**config.mk**
```make
export PLATFORM = sky130hd
export DESIGN_NAME = bfp_block_compressor_top
export DESIGN_NICKNAME = d
export VERILOG_FILES = /design/src/rtl/bfpc_pkg.sv /design/src/rtl/bfpc_store.sv /design/src/rtl/bfpc_queue.sv /design/src/rtl/bfpc_front.sv /design/src/rtl/bfpc_back.sv /design/src/rtl/bfp_block_compressor_top.sv
export SDC_FILE = /design/constraint.sdc
export NUM_CORES = 1
export LEC_CHECK = 0
export BUFFER_PORTS_ARGS = -buffer_cell sky130_fd_sc_hd__buf_2
export CAP_MARGIN = 20
export CORE_MARGIN = 2
export CORE_UTILIZATION = 45
export DETAILED_ROUTE_END_ITERATION = 6
export SYNTH_ARGS = -nofsm -noshare
export SYNTH_HDL_FRONTEND = slang
export SYNTH_SLANG_ARGS = --single-unit
export TNS_END_PERCENT = 100
```
**constraint.sdc**
```tcl
create_clock -name clk_i -period 8.5 [get_ports clk_i]
set_input_delay 0.425 -clock clk_i [delete_from_list [all_inputs] [get_ports clk_i]]
set_output_delay 0.425 -clock clk_i [all_outputs]
set_load 0.02 [all_outputs]
```
**src/rtl/bfpc_pkg.sv**
```systemverilog
`default_nettype none
package bfpc_pkg;

  localparam int unsigned NumSamples = 24;
  localparam int unsigned MemDepth   = 2 * NumSamples;
  localparam int unsigned MemAw      = $clog2(MemDepth);
  localparam int unsigned CntW       = $clog2(NumSamples);
  localparam int unsigned SampleW    = 16;
  localparam int unsigned MagW       = SampleW - 1;
  localparam int unsigned WidthW     = 5;
  localparam int unsigned ExpW       = 4;
  localparam int unsigned AccW       = 24;
  localparam int unsigned NbitW      = 5;
  localparam int unsigned LeftW      = 6;

  localparam logic [WidthW-1:0] WidthReset = 5'd9;
  localparam logic [WidthW-1:0] WidthMin   = 5'd1;
  localparam logic [WidthW-1:0] WidthMax   = 5'd16;

  localparam logic [SampleW-1:0] MinSample = 16'h8000;
  localparam logic [MagW-1:0]    MaxMag    = 15'h7fff;

  typedef struct packed {
    logic              bank;
    logic [MagW-1:0]   peak;
    logic [WidthW-1:0] width;
    logic              burst;
  } desc_t;

  function automatic logic [4:0] lzc16(input logic [15:0] v);
    logic [4:0] n;
    n = 5'd16;
    for (int i = 0; i < 16; i++) begin
      if (v[i]) n = 5'(15 - i);
    end
    return n;
  endfunction

  function automatic logic [MemAw-1:0] mem_addr(input logic bank, input logic [CntW-1:0] idx);
    logic [MemAw-1:0] base;
    base = bank ? MemAw'(NumSamples) : '0;
    return base + MemAw'(idx);
  endfunction

endpackage
`default_nettype wire

```
**src/rtl/bfpc_store.sv**
```systemverilog
`default_nettype none
module bfpc_store (
  input  wire logic                        clk_i,
  input  wire logic                        wr_en_i,
  input  wire logic [bfpc_pkg::MemAw-1:0]   wr_addr_i,
  input  wire logic [bfpc_pkg::SampleW-1:0] wr_data_i,
  input  wire logic                        rd_en_i,
  input  wire logic [bfpc_pkg::MemAw-1:0]   rd_addr_i,
  output logic      [bfpc_pkg::SampleW-1:0] rd_data_o
);

  logic [bfpc_pkg::SampleW-1:0] mem_q [bfpc_pkg::MemDepth];
  logic [bfpc_pkg::SampleW-1:0] rdata_q;

  always_ff @(posedge clk_i) begin
    if (wr_en_i) begin
      mem_q[wr_addr_i] <= wr_data_i;
    end
    if (rd_en_i) begin
      rdata_q <= mem_q[rd_addr_i];
    end
  end

  assign rd_data_o = rdata_q;

endmodule
`default_nettype wire

```
**src/rtl/bfpc_queue.sv**
```systemverilog
`default_nettype none
module bfpc_queue (
  input  wire logic            clk_i,
  input  wire logic            rst_ni,
  input  wire logic            push_i,
  input  wire bfpc_pkg::desc_t push_desc_i,
  input  wire logic            pop_i,
  output logic                 full_o,
  output logic                 valid_o,
  output bfpc_pkg::desc_t      head_o
);

  bfpc_pkg::desc_t ent_q [2];
  logic            wptr_q, wptr_d;
  logic            rptr_q, rptr_d;
  logic [1:0]      cnt_q, cnt_d;

  assign full_o  = (cnt_q == 2'd2);
  assign valid_o = (cnt_q != 2'd0);
  assign head_o  = ent_q[rptr_q];

  always_comb begin
    wptr_d = wptr_q;
    rptr_d = rptr_q;
    cnt_d  = cnt_q;
    if (push_i) begin
      wptr_d = ~wptr_q;
    end
    if (pop_i) begin
      rptr_d = ~rptr_q;
    end
    if (push_i && !pop_i) begin
      cnt_d = cnt_q + 2'd1;
    end else if (pop_i && !push_i) begin
      cnt_d = cnt_q - 2'd1;
    end
  end

  always_ff @(posedge clk_i or negedge rst_ni) begin
    if (!rst_ni) begin
      wptr_q <= 1'b0;
      rptr_q <= 1'b0;
      cnt_q  <= 2'd0;
    end else begin
      wptr_q <= wptr_d;
      rptr_q <= rptr_d;
      cnt_q  <= cnt_d;
    end
  end

  always_ff @(posedge clk_i) begin
    if (push_i) begin
      ent_q[wptr_q] <= push_desc_i;
    end
  end

endmodule
`default_nettype wire

```
**src/rtl/bfpc_front.sv**
```systemverilog
`default_nettype none
module bfpc_front (
  input  wire logic                        clk_i,
  input  wire logic                        rst_ni,
  input  wire logic                        s_valid_i,
  output logic                             s_ready_o,
  input  wire logic [bfpc_pkg::SampleW-1:0] sample_i,
  input  wire logic                        final_i,
  input  wire logic [bfpc_pkg::WidthW-1:0]  width_i,
  input  wire logic                        q_full_i,
  output logic                             wr_en_o,
  output logic      [bfpc_pkg::MemAw-1:0]   wr_addr_o,
  output logic      [bfpc_pkg::SampleW-1:0] wr_data_o,
  output logic                             push_o,
  output bfpc_pkg::desc_t                  push_desc_o
);

  logic [bfpc_pkg::CntW-1:0]    cnt_q, cnt_d;
  logic [bfpc_pkg::MagW-1:0]    max_q, max_d;
  logic                         bank_q, bank_d;
  logic                         accept;
  logic                         last;
  logic [bfpc_pkg::SampleW-1:0] neg;
  logic [bfpc_pkg::MagW-1:0]    mag;
  logic [bfpc_pkg::MagW-1:0]    peak;
  logic [bfpc_pkg::WidthW-1:0]  wcl;

  assign s_ready_o = ~q_full_i;
  assign accept    = s_valid_i & ~q_full_i;
  assign last      = (cnt_q == bfpc_pkg::CntW'(bfpc_pkg::NumSamples - 1));
  assign neg       = ~sample_i + 16'd1;

  always_comb begin
    if (sample_i == bfpc_pkg::MinSample) begin
      mag = bfpc_pkg::MaxMag;
    end else if (sample_i[bfpc_pkg::SampleW-1]) begin
      mag = neg[bfpc_pkg::MagW-1:0];
    end else begin
      mag = sample_i[bfpc_pkg::MagW-1:0];
    end
    peak = (mag > max_q) ? mag : max_q;
    if (width_i < bfpc_pkg::WidthMin) begin
      wcl = bfpc_pkg::WidthMin;
    end else if (width_i > bfpc_pkg::WidthMax) begin
      wcl = bfpc_pkg::WidthMax;
    end else begin
      wcl = width_i;
    end
  end

  assign wr_en_o   = accept;
  assign wr_addr_o = bfpc_pkg::mem_addr(bank_q, cnt_q);
  assign wr_data_o = sample_i;
  assign push_o    = accept & last;

  always_comb begin
    push_desc_o.bank  = bank_q;
    push_desc_o.peak  = peak;
    push_desc_o.width = wcl;
    push_desc_o.burst = final_i;
  end

  always_comb begin
    cnt_d  = cnt_q;
    max_d  = max_q;
    bank_d = bank_q;
    if (accept) begin
      if (last) begin
        cnt_d  = '0;
        max_d  = '0;
        bank_d = ~bank_q;
      end else begin
        cnt_d = cnt_q + bfpc_pkg::CntW'(1);
        max_d = peak;
      end
    end
  end

  always_ff @(posedge clk_i or negedge rst_ni) begin
    if (!rst_ni) begin
      cnt_q  <= '0;
      max_q  <= '0;
      bank_q <= 1'b0;
    end else begin
      cnt_q  <= cnt_d;
      max_q  <= max_d;
      bank_q <= bank_d;
    end
  end

endmodule
`default_nettype wire

```
**src/rtl/bfpc_back.sv**
```systemverilog
`default_nettype none
module bfpc_back (
  input  wire logic                        clk_i,
  input  wire logic                        rst_ni,
  input  wire logic                        q_valid_i,
  input  wire bfpc_pkg::desc_t             q_desc_i,
  output logic                             pop_o,
  output logic                             rd_en_o,
  output logic      [bfpc_pkg::MemAw-1:0]   rd_addr_o,
  input  wire logic [bfpc_pkg::SampleW-1:0] rd_data_i,
  output logic                             m_valid_o,
  input  wire logic                        m_ready_i,
  output logic      [7:0]                  m_data_o,
  output logic                             m_last_o,
  output logic                             m_user_o
);

  typedef enum logic [2:0] {
    StIdle = 3'b001,
    StExp  = 3'b010,
    StPay  = 3'b100
  } back_state_e;

  back_state_e                  st_q, st_d;
  logic [bfpc_pkg::ExpW-1:0]    e_q, e_d;
  logic [bfpc_pkg::WidthW-1:0]  w_q, w_d;
  logic                         bank_q, bank_d;
  logic                         burst_q, burst_d;
  logic [bfpc_pkg::LeftW-1:0]   left_q, left_d;
  logic [bfpc_pkg::CntW-1:0]    rcnt_q, rcnt_d;
  logic                         rv_q, rv_d;
  logic [bfpc_pkg::AccW-1:0]    acc_q, acc_d;
  logic [bfpc_pkg::NbitW-1:0]   nbits_q, nbits_d;
  logic                         ov_q, ov_d;
  logic [7:0]                   od_q, od_d;
  logic                         ol_q, ol_d;
  logic                         ou_q, ou_d;

  logic                         ld;
  logic                         emit_pay;
  logic                         consume;
  logic                         issue;
  logic [5:0]                   avail;
  logic [5:0]                   sum;
  logic [bfpc_pkg::ExpW-1:0]    e_new;
  logic [bfpc_pkg::SampleW-1:0] shifted;
  logic [bfpc_pkg::SampleW-1:0] mask;
  logic [bfpc_pkg::SampleW-1:0] p;
  logic [7:0]                   byte_out;

  assign ld       = ~ov_q | m_ready_i;
  assign emit_pay = (st_q == StPay) && ld && (nbits_q >= 5'd8);
  assign avail    = {1'b0, nbits_q} - (emit_pay ? 6'd8 : 6'd0);
  assign consume  = rv_q && (st_q != StIdle) &&
                    ((avail + {1'b0, w_q}) <= 6'(bfpc_pkg::AccW));
  assign issue    = (st_q != StIdle) &&
                    (rcnt_q < bfpc_pkg::CntW'(bfpc_pkg::NumSamples)) && (!rv_q || consume);

  assign rd_en_o   = issue;
  assign rd_addr_o = bfpc_pkg::mem_addr(bank_q, rcnt_q);

  assign sum     = 6'(q_desc_i.width) + 6'(bfpc_pkg::lzc16({1'b0, q_desc_i.peak}));
  assign e_new   = (sum >= 6'd17) ? '0 : 4'(6'd17 - sum);
  assign shifted = 16'($signed(rd_data_i) >>> e_q);
  assign mask    = 16'((17'd1 << w_q) - 17'd1);
  assign p       = shifted & mask;
  assign byte_out = 8'(acc_q >> (nbits_q - 5'd8));

  assign m_valid_o = ov_q;
  assign m_data_o  = od_q;
  assign m_last_o  = ol_q;
  assign m_user_o  = ou_q;

  always_comb begin
    st_d    = st_q;
    e_d     = e_q;
    w_d     = w_q;
    bank_d  = bank_q;
    burst_d = burst_q;
    left_d  = left_q;
    rcnt_d  = rcnt_q;
    rv_d    = rv_q;
    acc_d   = acc_q;
    nbits_d = 5'(avail);
    ov_d    = ov_q;
    od_d    = od_q;
    ol_d    = ol_q;
    ou_d    = ou_q;
    pop_o   = 1'b0;

    if (ld) begin
      ov_d = 1'b0;
    end
    if (issue) begin
      rv_d   = 1'b1;
      rcnt_d = rcnt_q + bfpc_pkg::CntW'(1);
    end else if (consume) begin
      rv_d = 1'b0;
    end
    if (consume) begin
      acc_d   = (acc_q << w_q) | bfpc_pkg::AccW'(p);
      nbits_d = 5'(avail + 6'(w_q));
    end

    case (st_q)
      StIdle: begin
        if (q_valid_i) begin
          e_d     = e_new;
          w_d     = q_desc_i.width;
          bank_d  = q_desc_i.bank;
          burst_d = q_desc_i.burst;
          left_d  = 6'(q_desc_i.width) * 6'd3;
          rcnt_d  = '0;
          st_d    = StExp;
        end
      end
      StExp: begin
        if (ld) begin
          ov_d = 1'b1;
          od_d = 8'(e_q);
          ol_d = 1'b0;
          ou_d = 1'b0;
          st_d = StPay;
        end
      end
      StPay: begin
        if (emit_pay) begin
          ov_d   = 1'b1;
          od_d   = byte_out;
          left_d = left_q - 6'd1;
          if (left_q == 6'd1) begin
            ol_d  = 1'b1;
            ou_d  = burst_q;
            pop_o = 1'b1;
            st_d  = StIdle;
          end else begin
            ol_d = 1'b0;
            ou_d = 1'b0;
          end
        end
      end
      default: begin
        st_d = StIdle;
      end
    endcase
  end

  always_ff @(posedge clk_i or negedge rst_ni) begin
    if (!rst_ni) begin
      st_q    <= StIdle;
      rcnt_q  <= '0;
      rv_q    <= 1'b0;
      nbits_q <= '0;
      left_q  <= '0;
      ov_q    <= 1'b0;
    end else begin
      st_q    <= st_d;
      rcnt_q  <= rcnt_d;
      rv_q    <= rv_d;
      nbits_q <= nbits_d;
      left_q  <= left_d;
      ov_q    <= ov_d;
    end
  end

  always_ff @(posedge clk_i) begin
    e_q     <= e_d;
    w_q     <= w_d;
    bank_q  <= bank_d;
    burst_q <= burst_d;
    acc_q   <= acc_d;
    od_q    <= od_d;
    ol_q    <= ol_d;
    ou_q    <= ou_d;
  end

endmodule
`default_nettype wire

```
**src/rtl/bfp_block_compressor_top.sv**
```systemverilog
// Block floating point compressor.
// Input stream: s_axis_tdata carries one signed 16-bit sample, s_axis_tuser
// the final-block flag; 24 samples make one block. Samples go into a two-bank
// sample store, so the next block can be taken while the previous one drains.
// Output stream: per block one exponent byte, then 3*width payload bytes,
// samples shifted right by the exponent, cut to width bits, packed MSB first.
// m_axis_tlast marks a block's last byte, m_axis_tuser its last byte when the
// completing sample carried the final-block flag.
// The completing sample is pushed into the descriptor queue, the drain unit
// moves from idle to the exponent state, and the output register then takes
// the exponent byte. Throughput: one sample per cycle into a free bank; the
// drain unit reads at most one sample and sends at most one byte per cycle,
// holding both while its accumulator lacks room or m_axis_tready is low. With
// both banks full s_axis_tready stays low.
// Config: APB register sample_width at addresses 0 to 3 (reset 9; 0 acts as 1,
// above 16 as 16), sampled when a block completes.
// Reset clears the counters, the state and the valid flags; the output byte,
// its last and user flags and the sample store are not cleared. A stall on
// m_axis_tready holds the output byte and backs up through the banks to s_axis_tready.
`default_nettype none
module bfp_block_compressor_top (
  input  wire logic        clk_i,
  input  wire logic        rst_ni,
  input  wire logic        s_axis_tvalid,
  output logic             s_axis_tready,
  input  wire logic [15:0] s_axis_tdata,   // [15:0] sample
  input  wire logic [0:0]  s_axis_tuser,   // [0] final_block
  output logic             m_axis_tvalid,
  input  wire logic        m_axis_tready,
  output logic      [7:0]  m_axis_tdata,   // [7:0] comp_byte
  output logic             m_axis_tlast,
  output logic      [0:0]  m_axis_tuser,   // [0] burst_last
  input  wire logic        psel,
  input  wire logic        penable,
  input  wire logic        pwrite,
  input  wire logic [2:0]  paddr,
  input  wire logic [31:0] pwdata,
  output logic      [31:0] prdata,
  output logic             pready
);

  logic [bfpc_pkg::WidthW-1:0]  sw_q, sw_d;
  logic                         wr_en;
  logic [bfpc_pkg::MemAw-1:0]   wr_addr;
  logic [bfpc_pkg::SampleW-1:0] wr_data;
  logic                         rd_en;
  logic [bfpc_pkg::MemAw-1:0]   rd_addr;
  logic [bfpc_pkg::SampleW-1:0] rd_data;
  logic                         push;
  bfpc_pkg::desc_t              push_desc;
  logic                         pop;
  logic                         q_full;
  logic                         q_valid;
  bfpc_pkg::desc_t              q_head;

  assign pready = 1'b1;
  assign prdata = 32'(sw_q);

  always_comb begin
    sw_d = sw_q;
    if (psel && penable && pwrite && pready && !paddr[2]) begin
      sw_d = pwdata[bfpc_pkg::WidthW-1:0];
    end
  end

  always_ff @(posedge clk_i or negedge rst_ni) begin
    if (!rst_ni) begin
      sw_q <= bfpc_pkg::WidthReset;
    end else begin
      sw_q <= sw_d;
    end
  end

  bfpc_front u_front (
    .clk_i       (clk_i),
    .rst_ni      (rst_ni),
    .s_valid_i   (s_axis_tvalid),
    .s_ready_o   (s_axis_tready),
    .sample_i    (s_axis_tdata),
    .final_i     (s_axis_tuser[0]),
    .width_i     (sw_q),
    .q_full_i    (q_full),
    .wr_en_o     (wr_en),
    .wr_addr_o   (wr_addr),
    .wr_data_o   (wr_data),
    .push_o      (push),
    .push_desc_o (push_desc)
  );

  bfpc_store u_store (
    .clk_i     (clk_i),
    .wr_en_i   (wr_en),
    .wr_addr_i (wr_addr),
    .wr_data_i (wr_data),
    .rd_en_i   (rd_en),
    .rd_addr_i (rd_addr),
    .rd_data_o (rd_data)
  );

  bfpc_queue u_queue (
    .clk_i       (clk_i),
    .rst_ni      (rst_ni),
    .push_i      (push),
    .push_desc_i (push_desc),
    .pop_i       (pop),
    .full_o      (q_full),
    .valid_o     (q_valid),
    .head_o      (q_head)
  );

  bfpc_back u_back (
    .clk_i     (clk_i),
    .rst_ni    (rst_ni),
    .q_valid_i (q_valid),
    .q_desc_i  (q_head),
    .pop_o     (pop),
    .rd_en_o   (rd_en),
    .rd_addr_o (rd_addr),
    .rd_data_i (rd_data),
    .m_valid_o (m_axis_tvalid),
    .m_ready_i (m_axis_tready),
    .m_data_o  (m_axis_tdata),
    .m_last_o  (m_axis_tlast),
    .m_user_o  (m_axis_tuser[0])
  );

endmodule
`default_nettype wire

```
# After elaboration in Yosys (flattened, before gate mapping)
# Memory sizes are Yosys's and may differ from the RTL's. A register that Yosys moved wholly into a read port is not among the register bits.
# Index checks and enable logic that the tools add are counted.
[op_classes]
shifts = 4
bitwise = 11
muxes = 61
addsub = 14
n_eq_ne = 12
mul = 1
n_reduce_logical = 26
n_lt_le_gt_ge = 7
[ops]
columns = ["op", "n"]
rows = [
  ["5-bit two-way mux", 24],
  ["15-bit two-way mux", 4],
  ["24-bit by 16-bit OR with 24-bit output", 1],
  ["24-bit by 5-bit left shift with 24-bit output", 1],
  ["24-bit by 5-bit right shift with 8-bit output", 1],
  ["6-bit by 5-bit adder with 6-bit output", 3],
  ["16-bit AND", 1],
  ["16-bit equality test (second input constant)", 1],
  ["1-bit two-way mux", 16],
  ["8-bit two-way mux", 2],
  ["8-bit one-hot mux with 2 select lines", 1],
  ["1-bit by 5-bit left shift with 16-bit output (first input constant)", 1],
  ["16-bit by 4-bit >>> shifter with 16-bit output", 1],
  ["16-bit by 1-bit subtractor with 16-bit output (second input constant)", 1],
  ["15-bit by 1-bit adder with 15-bit output (second input constant)", 1],
  ["15-bit > comparator", 1],
  ["15-bit NOT", 1],
  ["3-bit two-way mux", 4],
  ["6-bit two-way mux", 2],
  ["6-bit one-hot mux with 2 select lines", 1],
  ["1-bit logical AND", 11],
  ["5-bit by 1-bit adder with 5-bit output (second input constant)", 2],
  ["2-bit nonzero test", 5],
  ["3-bit one-hot mux with 3 select lines", 1],
  ["other kinds (34)", 49],
]
[word_totals]
word_cells = 159
register_bits = 96
ram_bits = 812
output_inout_bits = 45
input_bits = 59
mem_count = 2
[mem_list]
columns = ["memory", "depth", "width", "rd", "rd_ports_with_merged_regs", "write_ports", "line_no", "text"]
rows = [
  ["u_store.mem_q", 48, 16, 1, 1, 1, "bfpc_store.sv:12", "logic [bfpc_pkg::SampleW-1:0] mem_q [bfpc_pkg::MemDepth];"],
  ["u_queue.ent_q", 2, 22, 1, 0, 1, "bfpc_queue.sv:13", "bfpc_pkg::desc_t ent_q [2];"],
]

# Longest topological paths before layout
# An unclocked memory read counts as a cell.
[logic_depth]
depth_word = 18
depth_mapped = 16
depth_no_buf = 14

# Hierarchy
# Synthesis repeated with hierarchy kept, for this count alone.
[unflattened]
hier_cells = 2545
hier_area_um2 = 41139.5
[modules_own_cells]
columns = ["module", "cells_each", "seq_area_each_um2", "instances", "area_per_inst_um2"]
rows = [
  ["bfpc_store", 1499, 23542.6, 1, 30460.5],
  ["bfpc_back", 677, 1878.1, 1, 6379.9],
  ["bfpc_front", 244, 525.5, 1, 2093.3],
  ["bfpc_queue", 84, 1421.4, 1, 1780.5],
  ["bfp_block_compressor_top", 41, 127.6, 1, 425.4],
]

# Least setup slack after synthesis
# No wires, ideal clock.
[synth_path]
kind = "reg2reg"
from = "register u_back.nbits_q[3] (netlist bit)"
to = "register u_back.acc_q[0] (netlist bit) (enable)"
required_ps = 8123
period_less_slack_ps = 3916
setup_slack_ps = 4584
path_buffers = 1
arrival_ps = 3539
stages_incl_launch_ff = 15
path_cell_list = "dfrtp_1 -> clkbuf_1 -> clkinv_1 -> ha_1 -> nor3_1 -> ha_1 -> ha_1 -> inv_1 -> ha_1 -> a21oi_1 -> nand2_1 -> or4_4 -> nand2_1 -> nand2_1 -> inv_1"
[synth_between]
elab_chain_len = 7
[synth_rtl]
columns = ["element", "line_no", "text"]
rows = [
  ["start: declaration", "bfpc_back.sv:33", "logic [bfpc_pkg::NbitW-1:0] nbits_q, nbits_d;"],
  ["start signal: assignment", "bfpc_back.sv:160", "nbits_q <= nbits_d;"],
  ["5-bit by 4-bit greater-or-equal comparator with 1-bit output", "bfpc_back.sv:52", "assign emit_pay = (st_q == StPay) && ld && (nbits_q >= 5'd8);"],
  ["1-bit logical AND", "bfpc_back.sv:52", ""],
  ["4-bit two-way mux", "bfpc_back.sv:53", "assign avail = {1'b0, nbits_q} - (emit_pay ? 6'd8 : 6'd0);"],
  ["5-bit by 6-bit subtractor with 6-bit output *", "bfpc_back.sv:53", ""],
  ["6-bit by 5-bit adder with 6-bit output *", "bfpc_back.sv:55", "((avail + {1'b0, w_q}) <= 6'(bfpc_pkg::AccW));"],
  ["6-bit by 5-bit <= comparator with 1-bit output *", "bfpc_back.sv:55", ""],
  ["1-bit logical AND *", "bfpc_back.sv:54", "assign consume = rv_q && (st_q != StIdle) &&"],
  ["end signal: assignment", "bfpc_back.sv:171", "acc_q <= acc_d;"],
  ["end: declaration", "bfpc_back.sv:32", "logic [bfpc_pkg::AccW-1:0] acc_q, acc_d;"],
]
# Every way passes the cells marked *; elsewhere a longest branch is shown, timed or not.
# A chain may end at the register's enable or synchronous reset.

# Worst setup path in the final report
[layout_path]
from = "register u_back.nbits_q[3] (netlist bit)"
to = "register u_back.acc_q[17] (netlist bit) (enable)"
# Same word-level chain as after synthesis.

==> PnR_summary.wiki <==
{| class="wikitable"
! Metric !! Value
|-
| Footprint of the multi-input gates || 11600 sq um
|-
| Weighted congestion reported at the end of routability-driven placement || 0.838
|-
| Rows || 109
|-
| P_leak || 0.0148 uW
|-
| Fraction of registers with async set/reset || 5.52%
|-
| CP Capture Type || register
|-
| Min Clock Period, post-route || 4690 ps
|-
| Number of buffer and inverter instances along the worst setup path || 3
|-
| Critical path required time || 8750 ps
|-
| Aggregate negative setup slack || 0 ps
|-
| RSZ-0062 raised after global routing || false
|-
| Endpoints failing setup || 0
|-
| Violated checks || design-rule violations
|-
| Sequential fraction of the synthesis area || 68.9%
|-
| Ratio of cells with drive above 1 in the final layout || 24.2%
|-
| Slowest cell delay on critical path || 710 ps
|-
| # diodes || 0
|-
| Number of cells after detailed placement || 3464
|-
| Aggregate routed wire length || 95.2 mm
|-
| PwrDens || 331 nW/um^2
|-
| Number of optimization iterations in the first detailed-route pass || 7
|-
| Clock Skew || 46.0 ps
|-
| Final Max Tran Viols || 0
|-
| Maximum number of pins on one net before global-route repair || 80
|-
| Maximum clock insertion buffer count || 3
|-
| Synth-to-Final Area Change || 13.0%
|-
| Commonest non-fill, non-tap cell in the layout || sky130_fd_sc_hd__edfxtp_1
|-
| Share of Yosys cell area claimed by the top area cell type || 65.7%
|-
| Max Cap Viol || 0
|-
| Die boundary height || 302 microns
|-
| Iteration-0 DRC Markers || 2124
|-
| Root Buffer Master || sky130_fd_sc_hd__clkbuf_16
|-
| Number of distinct standard cells referenced by the synthesized netlist || 75
|-
| Kind of cell adding the most delay to the critical path || simple AND/OR/NAND/NOR gates
|-
| Total of buffers placed on input and output ports || 46
|-
| Post-CTS setup repair buffer count || 0
|-
| Transition at the pin with the smallest max-transition slack || 1130 ps
|-
| Area of all sequential standard cells || 27500 sq um
|-
| Standard cell with the maximum stage delay on the critical path || sky130_fd_sc_hd__inv_1
|-
| Total track usage || 21.1%
|-
| Post-Place Cell Area || 41700 sq um
|-
| Post-detail-place hpwl || 56.1 mm
|-
| Startpoint types || register
|-
| Filler cell count || 7167
|-
| Count of mapped cells out of synthesis || 2302
|-
| Starting density of the core || 45.3%
|-
| Area of the placeable core || 88100 sq um
|-
| Count of flip-flops with a built-in enable after synthesis || 873
|-
| Routed wire length per instance || 26.1 microns
|-
| Final cell count without fillers || 3653
|-
| Total clock buffers created by CTS || 96
|-
| DRC Markers || 1
|-
| CTS tree || yes
|-
| Die area || 91100 sq um
|-
| Count of final hold-check violations || 0
|-
| Most repeated library cell on the critical path || sky130_fd_sc_hd__ha_1
|-
| X dimension of the die || 302 microns
|-
| Worst voltage drop across the vdd grid || 0.202 mV
|-
| Outcome || finished with violations
|-
| Area of the mapped netlist || 39900 sq um
|-
| Count of nets left with antenna violations after detail routing || 0
|-
| Area contributors post-synth || sky130_fd_sc_hd__edfxtp_1, sky130_fd_sc_hd__mux4_2, sky130_fd_sc_hd__dfrtp_1
|-
| Post-DR vias/cell || 5.91
|-
| Initial antenna violation count || 2
|-
| Via total after detailed routing || 21600
|-
| Crit path DAT || 4930 ps
|-
| Number of top-level pins || 104
|-
| Total gr overflow || 0
|-
| Critical Path, Cell by Cell || clkinv_1 > ha_1 > nor3_1 > ha_1 > ha_1 > inv_1 > ha_1 > a21oi_1 > nand2_1 > or4_4 > nand2_1 > nand2_1 > inv_1
|-
| Clk_lat worst skew || 660 ps
|-
| First-pass GRT wire length || 141 mm
|-
| Highest-count cells in the layout ignoring fill and taps || sky130_fd_sc_hd__edfxtp_1, sky130_fd_sc_hd__mux4_2, sky130_fd_sc_hd__nand2_1, sky130_fd_sc_hd__nor2_1, sky130_fd_sc_hd__clkbuf_16
|-
| Leading area contributor after synthesis || sky130_fd_sc_hd__edfxtp_1
|-
| Primary FF master, synth || sky130_fd_sc_hd__edfxtp_1
|-
| Critical path type || register to register
|-
| HP Class || primary input to register
|-
| Relative max-transition margin || 24.8%
|-
| Synthesized flop and latch total || 924
|-
| Reg clk slew, reported paths || 60 ps
|-
| Nets@finish || 2512
|-
| Number of H-tree levels || 3
|-
| Clk sinks || 924
|-
| Final instance area || 45100 sq um
|-
| Synth Area per Inst || 17.3 sq um
|-
| Final Cycle Share || 55.2%
|-
| Vias in the first global route || 21600
|-
| Number of warning messages in the yosys log || 0
|-
| Overall power after layout || 15000 uW
|-
| Max frequency || 0.213 GHz
|-
| Worst-path maximum fanout || 22
|}
-- power by group --
group	internal [uW]	total, uW	switching [uW]	leakage (uW)
clock	2600	4380	1790	0.00161
combinational	1910	4670	2760	0.00470
sequential	5520	5900	385	0.00848
total	10000	15000	4930	0.0148
-- per-layer routing --
metal / vias up / part of all wire, % / track usage (%)
met4: 0 / 2.3 / 6.03
li1: 9448 / - / -
met2: 783 / 48 / 34.3
met1: 11200 / 43 / 29.9
met5: - / 0 / 0
met3: 117 / 5.9 / 3.21
-- flip-flops by register name, indices dropped and copies added, names as in the netlist, 2 cells and up --
name,cells
u_back.left_q,6
u_back.m_data_o,8
u_back.st_q,3
u_back.e_q,4
u_back.w_q,5
u_store.rd_data_o,16
u_back.nbits_q,5
u_store.mem_q,768
u_back.acc_q,24
u_back.rcnt_q,5
u_queue.ent_q,44
u_front.cnt_q,5
u_queue.cnt_q,2
u_front.max_q,15
sw_q,5
-- what timing repair did --
item,in CTS,in global routing
endpoints found under the hold margin,55,0
hold buffers,7,0
resized for setup,0,0
-- worst paths after layout --
check	from	to	slack, ps	depth (start not counted)
max	u_back.nbits_q[3]	u_back.acc_q[17]	3810	13
min	m_axis_tready	u_back.m_valid_o	70	3
max reg2reg	u_back.nbits_q[3]	u_back.acc_q[17]	3810	13
min reg2reg	u_front.max_q[7]	u_front.max_q[7]	500	1
max in group asynchronous	rst_ni	u_back.rcnt_q[0]	7480	3
min in group asynchronous	rst_ni	sw_q[1]	440	3
-- worst reg2reg max path, cell delays in order, from the launching register on --
cell and delay [ps]:
sky130_fd_sc_hd__dfrtp_1 530, sky130_fd_sc_hd__clkinv_1 340, sky130_fd_sc_hd__ha_1 350, sky130_fd_sc_hd__nor3_1 450, sky130_fd_sc_hd__ha_1 280, sky130_fd_sc_hd__ha_1 250, sky130_fd_sc_hd__inv_1 70, sky130_fd_sc_hd__ha_1 290
sky130_fd_sc_hd__a21oi_1 170, sky130_fd_sc_hd__nand2_1 90, sky130_fd_sc_hd__or4_4 500, sky130_fd_sc_hd__nand2_1 100, sky130_fd_sc_hd__nand2_1 180, sky130_fd_sc_hd__inv_1 720
-- cell families (layout without fill, tap and decap cells) --
kind of cell | after synthesis | after routing | synth area share [%]
fa+ha+maj | 47 | 47 | 1.57
other cells | 2 | 28 | 0.0188
mux | 337 | 337 | 16.3
simple gates | 400 | 400 | 4.65
xor+xnor | 25 | 25 | 0.549
buf+inv | 212 | 372 | 2.37
compound gates | 355 | 355 | 5.62
flops | 924 | 924 | 68.9
-- per-stage QoR --
step	setup WS, ps	hold WS (ps)	utilization, %
after global placement	3130	483	47.3
final	3810	71.4	51.2
after CTS	3840	31.7	51.1
after floorplan	4580	129	-
after global routing	3530	55.0	51.2
after detailed placement	3520	481	47.3
-- cells in the mapped netlist, drive strengths merged (5+ instances only) --
library cell,n
a21oi,97
nand2,136
o21ai,86
or2,5
and2,5
ha,42
o21a,5
mux2i,57
xor2,15
xnor2,10
a31oi,9
buf,81
nor2b,16
a211oi,7
and3,5
a22o,20
nand2b,14
o31ai,12
or4,8
edfxtp,873
nand3b,5
nand3,29
mux2,32
fa,5
o22ai,13
clkbuf,80
a22oi,65
dfrtp,48
inv,50
a21o,6
nor3,24
mux4,248
nor3b,7
o211ai,6
nor2,124
-- cell type report --
| cell class | instances | area share, % |
|---|---|---|
| Clock buffer | 108 | 5.47 |
| Clock inverter | 72 | 1.93 |
| Inverter | 51 | 0.424 |
| Multi-Input combinational cell | 1192 | 25.7 |
| Sequential cell | 924 | 61.0 |
| Tap cell | 1165 | 3.23 |
| Timing Repair Buffer | 141 | 2.24 |
Power figures use the tool's default switching activity.
